--- src/rtl/core/assert_macros.svh ---
// ----------------------------------------------------------------------------
// Assertion macros
// Shared concurrent assertion forms for the window reduction unit.
// ----------------------------------------------------------------------------
`ifndef ASSERT_MACROS_SVH
`define ASSERT_MACROS_SVH

// Same-cycle implication, checked at every rising edge outside of reset.
`define PRR_ASSERT_IMP(name, clk, rst, ante, cons, msg) \
  name: assert property (@(posedge clk) disable iff (rst) (ante) |-> (cons)) \
    else $error(msg);

// Next-cycle implication, checked at every rising edge outside of reset.
`define PRR_ASSERT_NXT(name, clk, rst, ante, cons, msg) \
  name: assert property (@(posedge clk) disable iff (rst) (ante) |=> (cons)) \
    else $error(msg);

`endif

--- src/rtl/core/prr_pkg.sv ---
// ----------------------------------------------------------------------------
// prr_pkg
// Types and constants shared by the window reduction unit.
// ----------------------------------------------------------------------------
package prr_pkg;

  localparam int FIELD_BITS  = 31;
  localparam int NEWLY_BITS  = 16;
  localparam int DELIV_BITS  = 32;
  localparam int CNT_BITS    = 33;
  localparam int RADIX_BITS  = 2;

  localparam logic [FIELD_BITS-1:0] FIELD_MAX = '1;
  localparam logic [CNT_BITS-1:0]   CNT_MAX   = '1;

  typedef enum logic [1:0] {
    CMD_START = 2'd0,
    CMD_ACK   = 2'd1,
    CMD_END   = 2'd2,
    CMD_NONE  = 2'd3
  } prr_op_t;

  typedef enum logic [2:0] {
    ST_IDLE,
    ST_SELECT,
    ST_MUL,
    ST_BIAS,
    ST_DIV,
    ST_SUB,
    ST_WRITE
  } prr_state_t;

  typedef struct packed {
    logic [1:0]            command;
    logic [FIELD_BITS-1:0] current_window;
    logic [FIELD_BITS-1:0] new_threshold;
    logic                  load_threshold;
    logic                  ecn_capable;
    logic [NEWLY_BITS-1:0] newly_delivered;
    logic [FIELD_BITS-1:0] packets_in_flight;
    logic [FIELD_BITS-1:0] sent_in_recovery;
    logic                  fast_retransmit;
    logic                  in_cwr_state;
    logic                  undo_pending;
  } prr_req_t;

  typedef struct packed {
    logic [FIELD_BITS-1:0] window_out;
    logic                  window_written;
    logic [FIELD_BITS-1:0] threshold_out;
    logic                  cwr_queued;
    logic                  reduction_complete;
  } prr_rsp_t;

  // Controller to datapath.
  typedef struct packed {
    logic capture;
    logic sel;
    logic mul;
    logic bias;
    logic div_step;
    logic sub;
    logic load_out;
  } prr_cmd_t;

  // Datapath to controller.
  typedef struct packed {
    logic ack;
    logic proportional;
  } prr_sts_t;

endpackage

--- src/rtl/core/prr_chan_if.sv ---
// ----------------------------------------------------------------------------
// prr_chan_if
// Valid/ready channel carrying one payload item per transfer.
// ----------------------------------------------------------------------------
interface prr_chan_if #(
  parameter type data_t = logic
);
  logic  valid;
  logic  ready;
  data_t data;

  modport source (output valid, output data, input ready);
  modport sink (input valid, input data, output ready);
endinterface

--- src/rtl/core/prr_ctrl.sv ---
// ----------------------------------------------------------------------------
// prr_ctrl
// Sequencer for the window reduction unit: steps one event through the
// datapath and owns the result valid flag.
// ----------------------------------------------------------------------------
`include "assert_macros.svh"

module prr_ctrl #(
  parameter int DIV_CYCLES = 32
) (
  input  logic              clk,
  input  logic              rst,
  input  logic              req_valid,
  output logic              req_ready,
  output logic              rsp_valid,
  input  logic              rsp_ready,
  input  prr_pkg::prr_sts_t sts,
  output prr_pkg::prr_cmd_t cmd
);
  import prr_pkg::*;

  localparam int CW = (DIV_CYCLES > 1) ? $clog2(DIV_CYCLES) : 1;

  prr_state_t     state;
  prr_state_t     state_next;
  logic [CW-1:0]  div_cnt;

  always_ff @(posedge clk) begin
    if (rst) begin
      state     <= ST_IDLE;
      rsp_valid <= 1'b0;
      div_cnt   <= '0;
    end else begin
      state <= state_next;
      if (cmd.load_out) begin
        rsp_valid <= 1'b1;
      end else if (rsp_ready) begin
        rsp_valid <= 1'b0;
      end
      if (cmd.bias) begin
        div_cnt <= CW'(DIV_CYCLES - 1);
      end else if (cmd.div_step) begin
        div_cnt <= div_cnt - 1'b1;
      end
    end
  end

  always_comb begin
    state_next = state;
    case (state)
      ST_IDLE: begin
        if (req_valid) begin
          state_next = sts.ack ? ST_SELECT : ST_WRITE;
        end
      end
      ST_SELECT: state_next = sts.proportional ? ST_MUL : ST_WRITE;
      ST_MUL:    state_next = ST_BIAS;
      ST_BIAS:   state_next = ST_DIV;
      ST_DIV: begin
        if (div_cnt == '0) begin
          state_next = ST_SUB;
        end
      end
      ST_SUB:    state_next = ST_WRITE;
      ST_WRITE: begin
        if (!rsp_valid || rsp_ready) begin
          state_next = ST_IDLE;
        end
      end
      default:   state_next = ST_IDLE;
    endcase
  end

  always_comb begin
    req_ready    = (state == ST_IDLE);
    cmd          = '0;
    cmd.capture  = (state == ST_IDLE) && req_valid;
    cmd.sel      = (state == ST_SELECT);
    cmd.mul      = (state == ST_MUL);
    cmd.bias     = (state == ST_BIAS);
    cmd.div_step = (state == ST_DIV);
    cmd.sub      = (state == ST_SUB);
    // The result register is loaded only once the previous result has left.
    cmd.load_out = (state == ST_WRITE) && (!rsp_valid || rsp_ready);
  end

  `PRR_ASSERT_NXT(a_div_exit, clk, rst, (state == ST_DIV) && (div_cnt == '0), state == ST_SUB, "divider did not finish after its last step")
  `PRR_ASSERT_NXT(a_ack_select, clk, rst, req_valid && req_ready && sts.ack, state == ST_SELECT, "ack transfer did not enter the select step")
  `PRR_ASSERT_NXT(a_write_done, clk, rst, (state == ST_WRITE) && (!rsp_valid || rsp_ready), (state == ST_IDLE) && rsp_valid, "result was not presented after the write step")

endmodule

--- src/rtl/core/prr_dp.sv ---
// ----------------------------------------------------------------------------
// prr_dp
// Datapath of the window reduction unit: reduction state, the slow-start
// bound, a multiplier and a radix-4 restoring divider for the proportional
// count, and the result register.
// ----------------------------------------------------------------------------
`include "assert_macros.svh"

module prr_dp #(
  parameter int WINDOW_BITS = 31
) (
  input  logic              clk,
  input  logic              rst,
  input  prr_pkg::prr_cmd_t cmd,
  output prr_pkg::prr_sts_t sts,
  input  prr_pkg::prr_req_t req_data,
  output prr_pkg::prr_rsp_t rsp_data
);
  import prr_pkg::*;

  localparam int W          = WINDOW_BITS;
  localparam int PROD_BITS  = W + DELIV_BITS;
  localparam int DIV_CYCLES = (PROD_BITS + RADIX_BITS - 1) / RADIX_BITS;
  localparam int DIV_BITS   = DIV_CYCLES * RADIX_BITS;
  localparam int SS_BITS    = DELIV_BITS + 2;
  localparam logic [W-1:0] WMASK = '1;

  // Reduction state.
  logic [W-1:0]          prior;
  logic [DELIV_BITS-1:0] deliv;
  logic [W-1:0]          thr;

  // Captured event fields.
  logic [1:0]            op_r;
  logic [NEWLY_BITS-1:0] newly_r;
  logic [W-1:0]          inflight_r;
  logic [W-1:0]          sent_r;
  logic                  fr_r;
  logic                  ecn_r;
  logic                  cwr_st_r;
  logic                  undo_r;

  // Working registers.
  logic [PROD_BITS-1:0]  prod;
  logic [DIV_BITS-1:0]   quo;
  logic [W-1:0]          rem;
  logic [CNT_BITS-1:0]   cnt;

  logic [W-1:0]          divisor;
  logic [DELIV_BITS:0]   deliv_sum;
  logic [W-1:0]          delta;
  logic signed [SS_BITS-1:0] diff;
  logic signed [SS_BITS-1:0] newly_s;
  logic signed [SS_BITS-1:0] m;
  logic [SS_BITS-1:0]    bound;
  logic [SS_BITS-1:0]    delta_x;
  logic [CNT_BITS-1:0]   ss_cnt;
  logic [W-1:0]          r;
  logic [DIV_BITS-1:0]   qv;
  logic [W:0]            trial;
  logic [W-1:0]          rem_next;
  logic [DIV_BITS-1:0]   quo_next;
  logic [DIV_BITS-1:0]   qdiff;
  logic [CNT_BITS-1:0]   prop_cnt;
  logic [CNT_BITS-1:0]   cnt_f;
  logic [CNT_BITS:0]     win_sum;
  logic [W-1:0]          ack_win;
  prr_rsp_t              rsp_next;

  function automatic logic [FIELD_BITS-1:0] clamp_field(input logic [W-1:0] v);
    logic [DELIV_BITS:0] x;
    x = (DELIV_BITS + 1)'(v);
    return (x > (DELIV_BITS + 1)'(FIELD_MAX)) ? FIELD_MAX : x[FIELD_BITS-1:0];
  endfunction

  assign divisor   = (prior == '0) ? W'(1) : prior;
  assign deliv_sum = (DELIV_BITS + 1)'(deliv) + (DELIV_BITS + 1)'(req_data.newly_delivered);

  assign sts.ack          = (req_data.command == CMD_ACK);
  assign sts.proportional = (inflight_r > thr);

  // Slow-start bound: min(thr - inflight, max(delivered - sent, newly) + 1).
  always_comb begin
    delta   = thr - inflight_r;
    diff    = signed'(SS_BITS'(deliv)) - signed'(SS_BITS'(sent_r));
    newly_s = signed'(SS_BITS'(newly_r));
    m       = (diff > newly_s) ? diff : newly_s;
    bound   = unsigned'(m) + SS_BITS'(1);
    delta_x = SS_BITS'(delta);
    ss_cnt  = CNT_BITS'((delta_x < bound) ? delta_x : bound);
  end

  // Two restoring division steps per cycle; quotient bits shift into quo.
  always_comb begin
    r  = rem;
    qv = quo;
    for (int i = 0; i < RADIX_BITS; i++) begin
      trial = {r, qv[DIV_BITS-1]};
      if (trial >= {1'b0, divisor}) begin
        r  = W'(trial - {1'b0, divisor});
        qv = {qv[DIV_BITS-2:0], 1'b1};
      end else begin
        r  = trial[W-1:0];
        qv = {qv[DIV_BITS-2:0], 1'b0};
      end
    end
    rem_next = r;
    quo_next = qv;
  end

  always_comb begin
    qdiff = quo - DIV_BITS'(sent_r);
    if (quo <= DIV_BITS'(sent_r)) begin
      prop_cnt = '0;
    end else if (qdiff > DIV_BITS'(CNT_MAX)) begin
      prop_cnt = CNT_MAX;
    end else begin
      prop_cnt = CNT_BITS'(qdiff);
    end
  end

  always_comb begin
    cnt_f   = (fr_r && (cnt == '0)) ? CNT_BITS'(1) : cnt;
    win_sum = (CNT_BITS + 1)'(inflight_r) + (CNT_BITS + 1)'(cnt_f);
    ack_win = (win_sum > (CNT_BITS + 1)'(WMASK)) ? WMASK : win_sum[W-1:0];

    rsp_next                    = '0;
    rsp_next.threshold_out      = clamp_field(thr);
    case (op_r)
      CMD_START: rsp_next.cwr_queued = ecn_r;
      CMD_ACK: begin
        rsp_next.window_out     = clamp_field(ack_win);
        rsp_next.window_written = 1'b1;
      end
      CMD_END: begin
        // An undo only restores a finite threshold.
        if (cwr_st_r || (undo_r && (thr != WMASK))) begin
          rsp_next.window_out     = clamp_field(thr);
          rsp_next.window_written = 1'b1;
        end
        rsp_next.reduction_complete = 1'b1;
      end
      default: rsp_next.window_written = 1'b0;
    endcase
  end

  always_ff @(posedge clk) begin
    if (rst) begin
      prior <= '0;
      deliv <= '0;
      thr   <= WMASK;
    end else if (cmd.capture) begin
      case (req_data.command)
        CMD_START: begin
          prior <= W'(req_data.current_window);
          deliv <= '0;
          if (req_data.load_threshold) begin
            thr <= W'(req_data.new_threshold);
          end
        end
        CMD_ACK: deliv <= deliv_sum[DELIV_BITS] ? '1 : deliv_sum[DELIV_BITS-1:0];
        default: deliv <= deliv;
      endcase
    end
  end

  always_ff @(posedge clk) begin
    if (cmd.capture) begin
      op_r       <= req_data.command;
      newly_r    <= req_data.newly_delivered;
      inflight_r <= W'(req_data.packets_in_flight);
      sent_r     <= W'(req_data.sent_in_recovery);
      fr_r       <= req_data.fast_retransmit;
      ecn_r      <= req_data.ecn_capable;
      cwr_st_r   <= req_data.in_cwr_state;
      undo_r     <= req_data.undo_pending;
      cnt        <= '0;
    end
    if (cmd.sel) begin
      cnt <= ss_cnt;
    end
    if (cmd.mul) begin
      prod <= PROD_BITS'(thr) * PROD_BITS'(deliv);
    end
    if (cmd.bias) begin
      // Adding divisor - 1 turns the floor quotient into a ceiling.
      quo <= DIV_BITS'(prod + PROD_BITS'(divisor - W'(1)));
      rem <= '0;
    end
    if (cmd.div_step) begin
      quo <= quo_next;
      rem <= rem_next;
    end
    if (cmd.sub) begin
      cnt <= prop_cnt;
    end
    if (cmd.load_out) begin
      rsp_data <= rsp_next;
    end
  end

  `PRR_ASSERT_IMP(a_rem_below_div, clk, rst, cmd.div_step, rem < divisor, "divider remainder reached the divisor")

endmodule

--- src/rtl/core/prr_window_reduction_unit.sv ---
// ----------------------------------------------------------------------------
// prr_window_reduction_unit
// Congestion-window reduction engine: start and ack events update the
// reduction state, and every event yields one result.
// ----------------------------------------------------------------------------
//  Channel  Dir  Payload               Meaning
//  req      in   prr_pkg::prr_req_t    one event (start, ack or end)
//  rsp      out  prr_pkg::prr_rsp_t    one result per event
//
// Start, end and unused events go from capture straight to the write step;
// a slow-start ack passes the select step first. A proportional ack passes
// select, multiply, bias, the radix-4 divider that retires two quotient
// bits a cycle, and subtract. One event is in the unit at a time; a new event
// is taken while the previous result still waits in the output register.
// Reset is synchronous; a stalled output holds the unit in its write step.
// ----------------------------------------------------------------------------
module prr_window_reduction_unit #(
  parameter int WINDOW_BITS = 31
) (
  input logic        clk,
  input logic        rst,
  prr_chan_if.sink   req,
  prr_chan_if.source rsp
);
  import prr_pkg::*;

  localparam int DIV_CYCLES = (WINDOW_BITS + DELIV_BITS + RADIX_BITS - 1) / RADIX_BITS;

  prr_cmd_t cmd;
  prr_sts_t sts;

  prr_ctrl #(
    .DIV_CYCLES(DIV_CYCLES)
  ) u_ctrl (
    .clk      (clk),
    .rst      (rst),
    .req_valid(req.valid),
    .req_ready(req.ready),
    .rsp_valid(rsp.valid),
    .rsp_ready(rsp.ready),
    .sts      (sts),
    .cmd      (cmd)
  );

  prr_dp #(
    .WINDOW_BITS(WINDOW_BITS)
  ) u_dp (
    .clk     (clk),
    .rst     (rst),
    .cmd     (cmd),
    .sts     (sts),
    .req_data(req.data),
    .rsp_data(rsp.data)
  );

endmodule
--- src/flat_wrapper.sv ---
// flat-port wrapper written by rule: the top's interface ports become plain ports
module prr_window_reduction_unit_flat import prr_pkg::*;
#(
  parameter int WINDOW_BITS = 31
)
  (clk, rst, req_valid, req_data, req_ready, rsp_valid, rsp_data, rsp_ready);
  prr_chan_if req_i ();
  prr_chan_if rsp_i ();
  input logic clk;
  input logic rst;
  input wire logic [$bits(req_i.valid)-1:0] req_valid;
  input wire logic [$bits(req_i.data)-1:0] req_data;
  output wire logic [$bits(req_i.ready)-1:0] req_ready;
  output wire logic [$bits(rsp_i.valid)-1:0] rsp_valid;
  output wire logic [$bits(rsp_i.data)-1:0] rsp_data;
  input wire logic [$bits(rsp_i.ready)-1:0] rsp_ready;
  assign req_i.valid = req_valid;
  assign req_i.data = req_data;
  assign req_ready = req_i.ready;
  assign rsp_valid = rsp_i.valid;
  assign rsp_data = rsp_i.data;
  assign rsp_i.ready = rsp_ready;
  prr_window_reduction_unit #(.WINDOW_BITS(WINDOW_BITS)) u_core (.clk(clk), .rst(rst), .req(req_i), .rsp(rsp_i));
endmodule
--- config.mk ---
export PLATFORM = sky130hd
export DESIGN_NAME = prr_window_reduction_unit_flat
export DESIGN_NICKNAME = d
export VERILOG_FILES = /design/src/rtl/core/prr_pkg.sv /design/src/rtl/core/prr_chan_if.sv /design/src/rtl/core/prr_ctrl.sv /design/src/rtl/core/prr_dp.sv /design/src/rtl/core/prr_window_reduction_unit.sv /design/src/flat_wrapper.sv
export VERILOG_INCLUDE_DIRS = /design/src /design/src/rtl/core
export SDC_FILE = /design/constraint.sdc
export NUM_CORES = 1
export LEC_CHECK = 0
export BUFFER_PORTS_ARGS = -buffer_cell sky130_fd_sc_hd__clkbuf_2
export CORE_AREA = 2 2 39 41
export DETAILED_ROUTE_END_ITERATION = 10
export DIE_AREA = 0 0 41 43
export GPL_TIMING_DRIVEN = 0
export PLACE_DENSITY = 0.66
export SYNTH_ARGS = -nofsm -noshare
export SYNTH_HDL_FRONTEND = slang
export SYNTH_SLANG_ARGS = --single-unit
--- constraint.sdc ---
create_clock -name clk -period 1.6 [get_ports clk]
set_input_delay 0.32 -clock clk [delete_from_list [all_inputs] [get_ports clk]]
set_output_delay 0.32 -clock clk [all_outputs]
set_load 0.02 [all_outputs]
* Yosys cells after proc, flatten, opt, wreduce, memory -nomap -nowiden
Cells that the tools add are included.
Storage, ports and cells: register bits after elaboration 9, input bits 5, output and inout port bits 3, logic and storage cells 30
Operators by class: add/sub/neg operators 1, equal/unequal tests 9, multiplexer cells 8, reduce and logical (&&, ||, !) cells 9
Operators with widths (number):
- $pmux 3 s6 | 1
- $mux 5 | 2
- $eq 3x3->1 const B | 3
- $mux 3 | 3
- $eq 3x2->1 const B | 2
- $ne 2x2->1 const B | 3
- $logic_not 5->1 | 1
- $sub 5x1->5 const B | 1
- $reduce_bool 2->1 | 2
- $eq 3x1->1 const B | 1
- $logic_not 3->1 | 1
- $reduce_and 3->1 | 1
- $mux 1 | 2
- $reduce_or 2->1 | 1
- $logic_and 1x1->1 | 1
- $logic_not 1->1 | 1
- $logic_or 1x1->1 | 1

* Longest topological paths before layout
depth in word-level cells 4, mapped depth 5, gate-level depth less buffers 5

* Cells and area by module
From an unflattened synthesis, not the netlist that was laid out.
Unflattened totals: cell total of the unflattened synthesis 7357, area, all modules 64976.1 um^2
By module, submodules not included:
- prr_dp | times used 1, cells an instance 7287, area each 64398.0 um^2, sequential area each 12091.6 um^2
- prr_ctrl | times used 1, cells an instance 69, area each 574.3 um^2, sequential area each 180.2 um^2
- prr_window_reduction_unit | times used 1, cells an instance 1, area each 3.8 um^2, sequential area each 0.0 um^2

* Worst setup path before layout
Ideal clock, no wire load.
kind reg-to-output, start register u_core.u_ctrl.state[1], end output req_ready, arrival 0.963 ns, required time 1.280 ns, slack 0.317 ns, stages on the path, launching flop included 3, buffers on the path 1, cells stage by stage dfxtp_1 -> buf_2 -> nor3_1
On the way: word-level cells in the longest chain between the ends 1
Ends and longest elaborated chain:
- start, declared | line prr_ctrl.sv:24 | prr_state_t state;
- start signal, assigned | line prr_ctrl.sv:34 | state <= state_next;
- $logic_not 3->1 | line prr_ctrl.sv:75 | req_ready = (state == ST_IDLE);
- end, declared | line flat_wrapper.sv:13 | output wire logic [$bits(req_i.ready)-1:0] req_ready;
Every way passes these cells.

* Worst setup path after layout
Same ends and word-level chain as after synthesis.

==> results.sh <==
export IMPL_status="finished, final reports clean"
export IMPL_synth_top_family_by_area="compound AO/OA/AOI/OAI gates"
export IMPL_tns_ns=0
export IMPL_yosysSeqAreaShare=0.3673
export IMPL_path_buf_inv=2
export IMPL_netlist_area_um2=490.5
export IMPL_reg2reg_setup_slack_ns=0.30
export IMPL_antenna_left=0
export IMPL_mostFrequentLayoutCells="9 x dfxtp_1, 5 x inv_1, 5 x o21ai_0, 5 x a31oi_1, 4 x clkbuf_2"
export IMPL_path_class="reg2out"
export IMPL_reg2reg_to="u_core.u_ctrl.div_cnt[1]"
export IMPL_rr_worst_depth=4
export IMPL_path_max_fanout=10
export IMPL_grt_max_degree=11
export IMPL_synth_adder_area_share=0.02551
export IMPL_diodes=0
export IMPL_fin_crit_ns=1.459
export IMPL_clockBufferDepth=2
export IMPL_setup_ws_ns=0.1408
export IMPL_critPathLaunchType="register"
export IMPL_switching_share=0.3596
export IMPL_core_area_um2=1384
export IMPL_cp_top_family="buffers and inverters"
export IMPL_r2r_start="u_core.u_ctrl.div_cnt[0]"
export IMPL_first_global_vias=400
export IMPL_path_depth=3
export IMPL_p_int_uw=500.3
export IMPL_rsz0062_at_grt="false"
export IMPL_final_design_area_no_fill_um2=556.8
export IMPL_cap_violations=0
export IMPL_antenna_found_initial=0
export IMPL_yosysUniqueCellTypes=29
export IMPL_comb_power_share=0.367
export IMPL_routed_wirelength_um=923
export IMPL_drt_iter0_drc=12
export IMPL_setup_viol=0
export IMPL_final_period_utilization=0.9120
export IMPL_ctsHoldBuffers=0
export IMPL_synth_cells=60
export IMPL_synth_warnings=0
export IMPL_crit_arrival_ns=1.14
export IMPL_via_count=443
export IMPL_die_w_um=41
export IMPL_synth_simple_gate_area_share=0.2347
export IMPL_power_density_nw_per_um2=1403
export IMPL_cts_buffers_inserted=3
export IMPL_drcViolationCount=0
export IMPL_rows=14
export IMPL_postSynthAreaPerCell_um2=8.175
export IMPL_power_switching_uw=280.9
export IMPL_grt_ovfl_total=0
export IMPL_first_pass_iters=4
export IMPL_cts_clk_slew_worst_paths_ns=0.06
export IMPL_synth_area_leaders="dfxtp_1 37%, a31oi_1 6.4%, o21ai_0 5.1%, inv_1 3.8%, nand2b_1 3.8%"
export IMPL_wire_per_inst_um=10.99
export IMPL_ioPinCount=8
export IMPL_ys_seq_elements=9
export IMPL_leakage_uw=0.0002216
export IMPL_dieArea_um2=1763
export IMPL_cts_sinks=9
export IMPL_dpl_cell_area_um2=530.5
export IMPL_syn_nets=66
export IMPL_start_util=0.3544
export IMPL_global_route_usage_total=0.1380
export IMPL_finalHoldViolations=0
export IMPL_yosys_area_top_type="dfxtp_1"
export IMPL_fin_util=0.4024
export IMPL_crit_chain="buf_2 > nor3_1 > clkbuf_2"
export IMPL_synthMuxAreaShare=0
export IMPL_critPathRequiredTime_ns=1.28
export IMPL_synth_xor_area_share=0
export IMPL_preCtsSetupSlack_ns=0.3197
export IMPL_fmax_mhz=685.3
export IMPL_worst_clock_skew_ns=0.001769
export IMPL_areaGrowthSynthToFinish_pct=13.52
export IMPL_cts_resized=0
export IMPL_gp_congestion=0.8434
export IMPL_slowest_delay_ns=0.32
export IMPL_hp_class="in2reg"
export IMPL_port_buffer_count=4
export IMPL_die_height_um=43
export IMPL_fin_nets=75
export IMPL_cp_endpoint="req_ready"
export IMPL_synth_top_area_frac=0.3673
export IMPL_grt_pass1_wl_mm=1.628
export IMPL_crit_path_start="u_core.u_ctrl.state[1]"
export IMPL_cts_root_buf="clkbuf_4"
export IMPL_cts_tree="done"
export IMPL_clkPwrFrac=0.228
export IMPL_slew_violations=0
export IMPL_cts_setup_buffers=0
export IMPL_avgViaCountPerCell=5.274
export IMPL_layout_commonest_cell="dfxtp_1"
export IMPL_ir_drop_uv=410.6
export IMPL_fillers=158
export IMPL_hp_start="req_valid"
export IMPL_dpl_hpwl_um=662.1
export IMPL_drive_above_1_share=0.2353
export IMPL_cts_max_level=1
export IMPL_clkLatencyLatePin_ns=0.26
export IMPL_power_frac_seq=0.405
export IMPL_endpoint_kind="output port"
export IMPL_synth_compound_area_frac=0.2602
export IMPL_slowest_stage="dfxtp_1"
==> power groups by stage <==
| stage | clock [uW] | combinational [uW] | sequential [uW] |
|---|---|---|---|
| after floorplan | 0 | 234 | 313 |
| after global placement | 0 | 281 | 318 |
| after detailed placement | 0 | 288 | 319 |
| after CTS | 183 | 290 | 315 |
| after global routing | 197 | 330 | 321 |
| final | 178 | 287 | 316 |
==> worst min-delay path by stage <==
stage / depth (start not counted) / endpoint / slack, ns
after floorplan: 2 / u_core.u_ctrl.div_cnt[3] / 0.47
after global placement: 2 / u_core.u_ctrl.div_cnt[0] / 0.51
after detailed placement: 2 / u_core.u_ctrl.div_cnt[3] / 0.51
after CTS: 3 / u_core.u_ctrl.state[1] / 0.34
after global routing: 3 / u_core.u_ctrl.state[1] / 0.35
final: 3 / u_core.u_ctrl.state[1] / 0.33
==> stage by stage <==
| stage | power, uW | instances | hold WS (ns) |
|---|---|---|---|
| 4_1_cts | 787.0 | 84 | 0.3362 |
| 3_5_place_dp | 607.3 | 80 | 0.5108 |
| 2_1_floorplan | 546.2 | 60 | 0.4736 |
| 5_1_grt | 847.1 | 84 | 0.3498 |
| 6_report | 781.1 | 84 | 0.3336 |
| 3_3_place_gp | 598.6 | 80 | 0.5059 |
==> cells in the mapped netlist, drive strengths merged <==
cell and instances:
nand4 1, ha 1, o22ai 1, o41ai 1, nand2b 4, a31oi 5
a21oi 1, or3 1, a221oi 1, and2b 1, nor3 2, nor2b 2
o21ai 5, nor2 3, a21o 1, a211oi 1, buf 5, nand3 3
nand2 3, a31o 2, inv 5, dfxtp 9, o21ba 1, conb 1
==> routing by layer <==
layer | vias up | routed length (um) | global-route usage | share of wire
met4 | 0 | 21 | 0.1000 | 0.023
met2 | 10 | 394 | 0.1781 | 0.43
met5 | - | 0 | 0 | 0
met1 | 203 | 470 | 0.1916 | 0.51
li1 | 228 | - | - | -
met3 | 2 | 37 | 0.03141 | 0.040
==> registers in the layout (all words and copies together), names as in the netlist <==
name	cells
u_core.u_ctrl.div_cnt	5
u_core.u_ctrl.state	3
u_core.u_ctrl.rsp_valid	1
==> final cells by class <==
class                           count  area [um^2]  share of cell area
Inverter                            5        18.77             0.03371
Sequential cell                     9        180.2              0.3236
Tap cell                           16        20.02             0.03596
Buffer                              5        32.53             0.05843
Clock buffer                        4        26.28             0.04719
Timing Repair Buffer                4        20.02             0.03596
Multi-Input combinational cell     41        259.0              0.4652
==> kinds of logic (layout without fill, tap and decap cells) <==
family                     after synthesis  in the layout
AOI/OAI and AO/OA                       19             19
buffers and inverters                   10             18
adders and majority gates                1              1
other                                    1              1
DFF                                      9              9
and+or+nand+nor                         20             20
==> worst reg2reg max path, delay by kind of cell (launching register included) <==
family,cells,cell delay [ns]
compound gates,1,0.13
fa+ha+maj,1,0.28
buf+inv,1,0.08
flops,1,0.40
simple gates,1,0.34
Note: power is estimated with default switching activity, not from simulation.
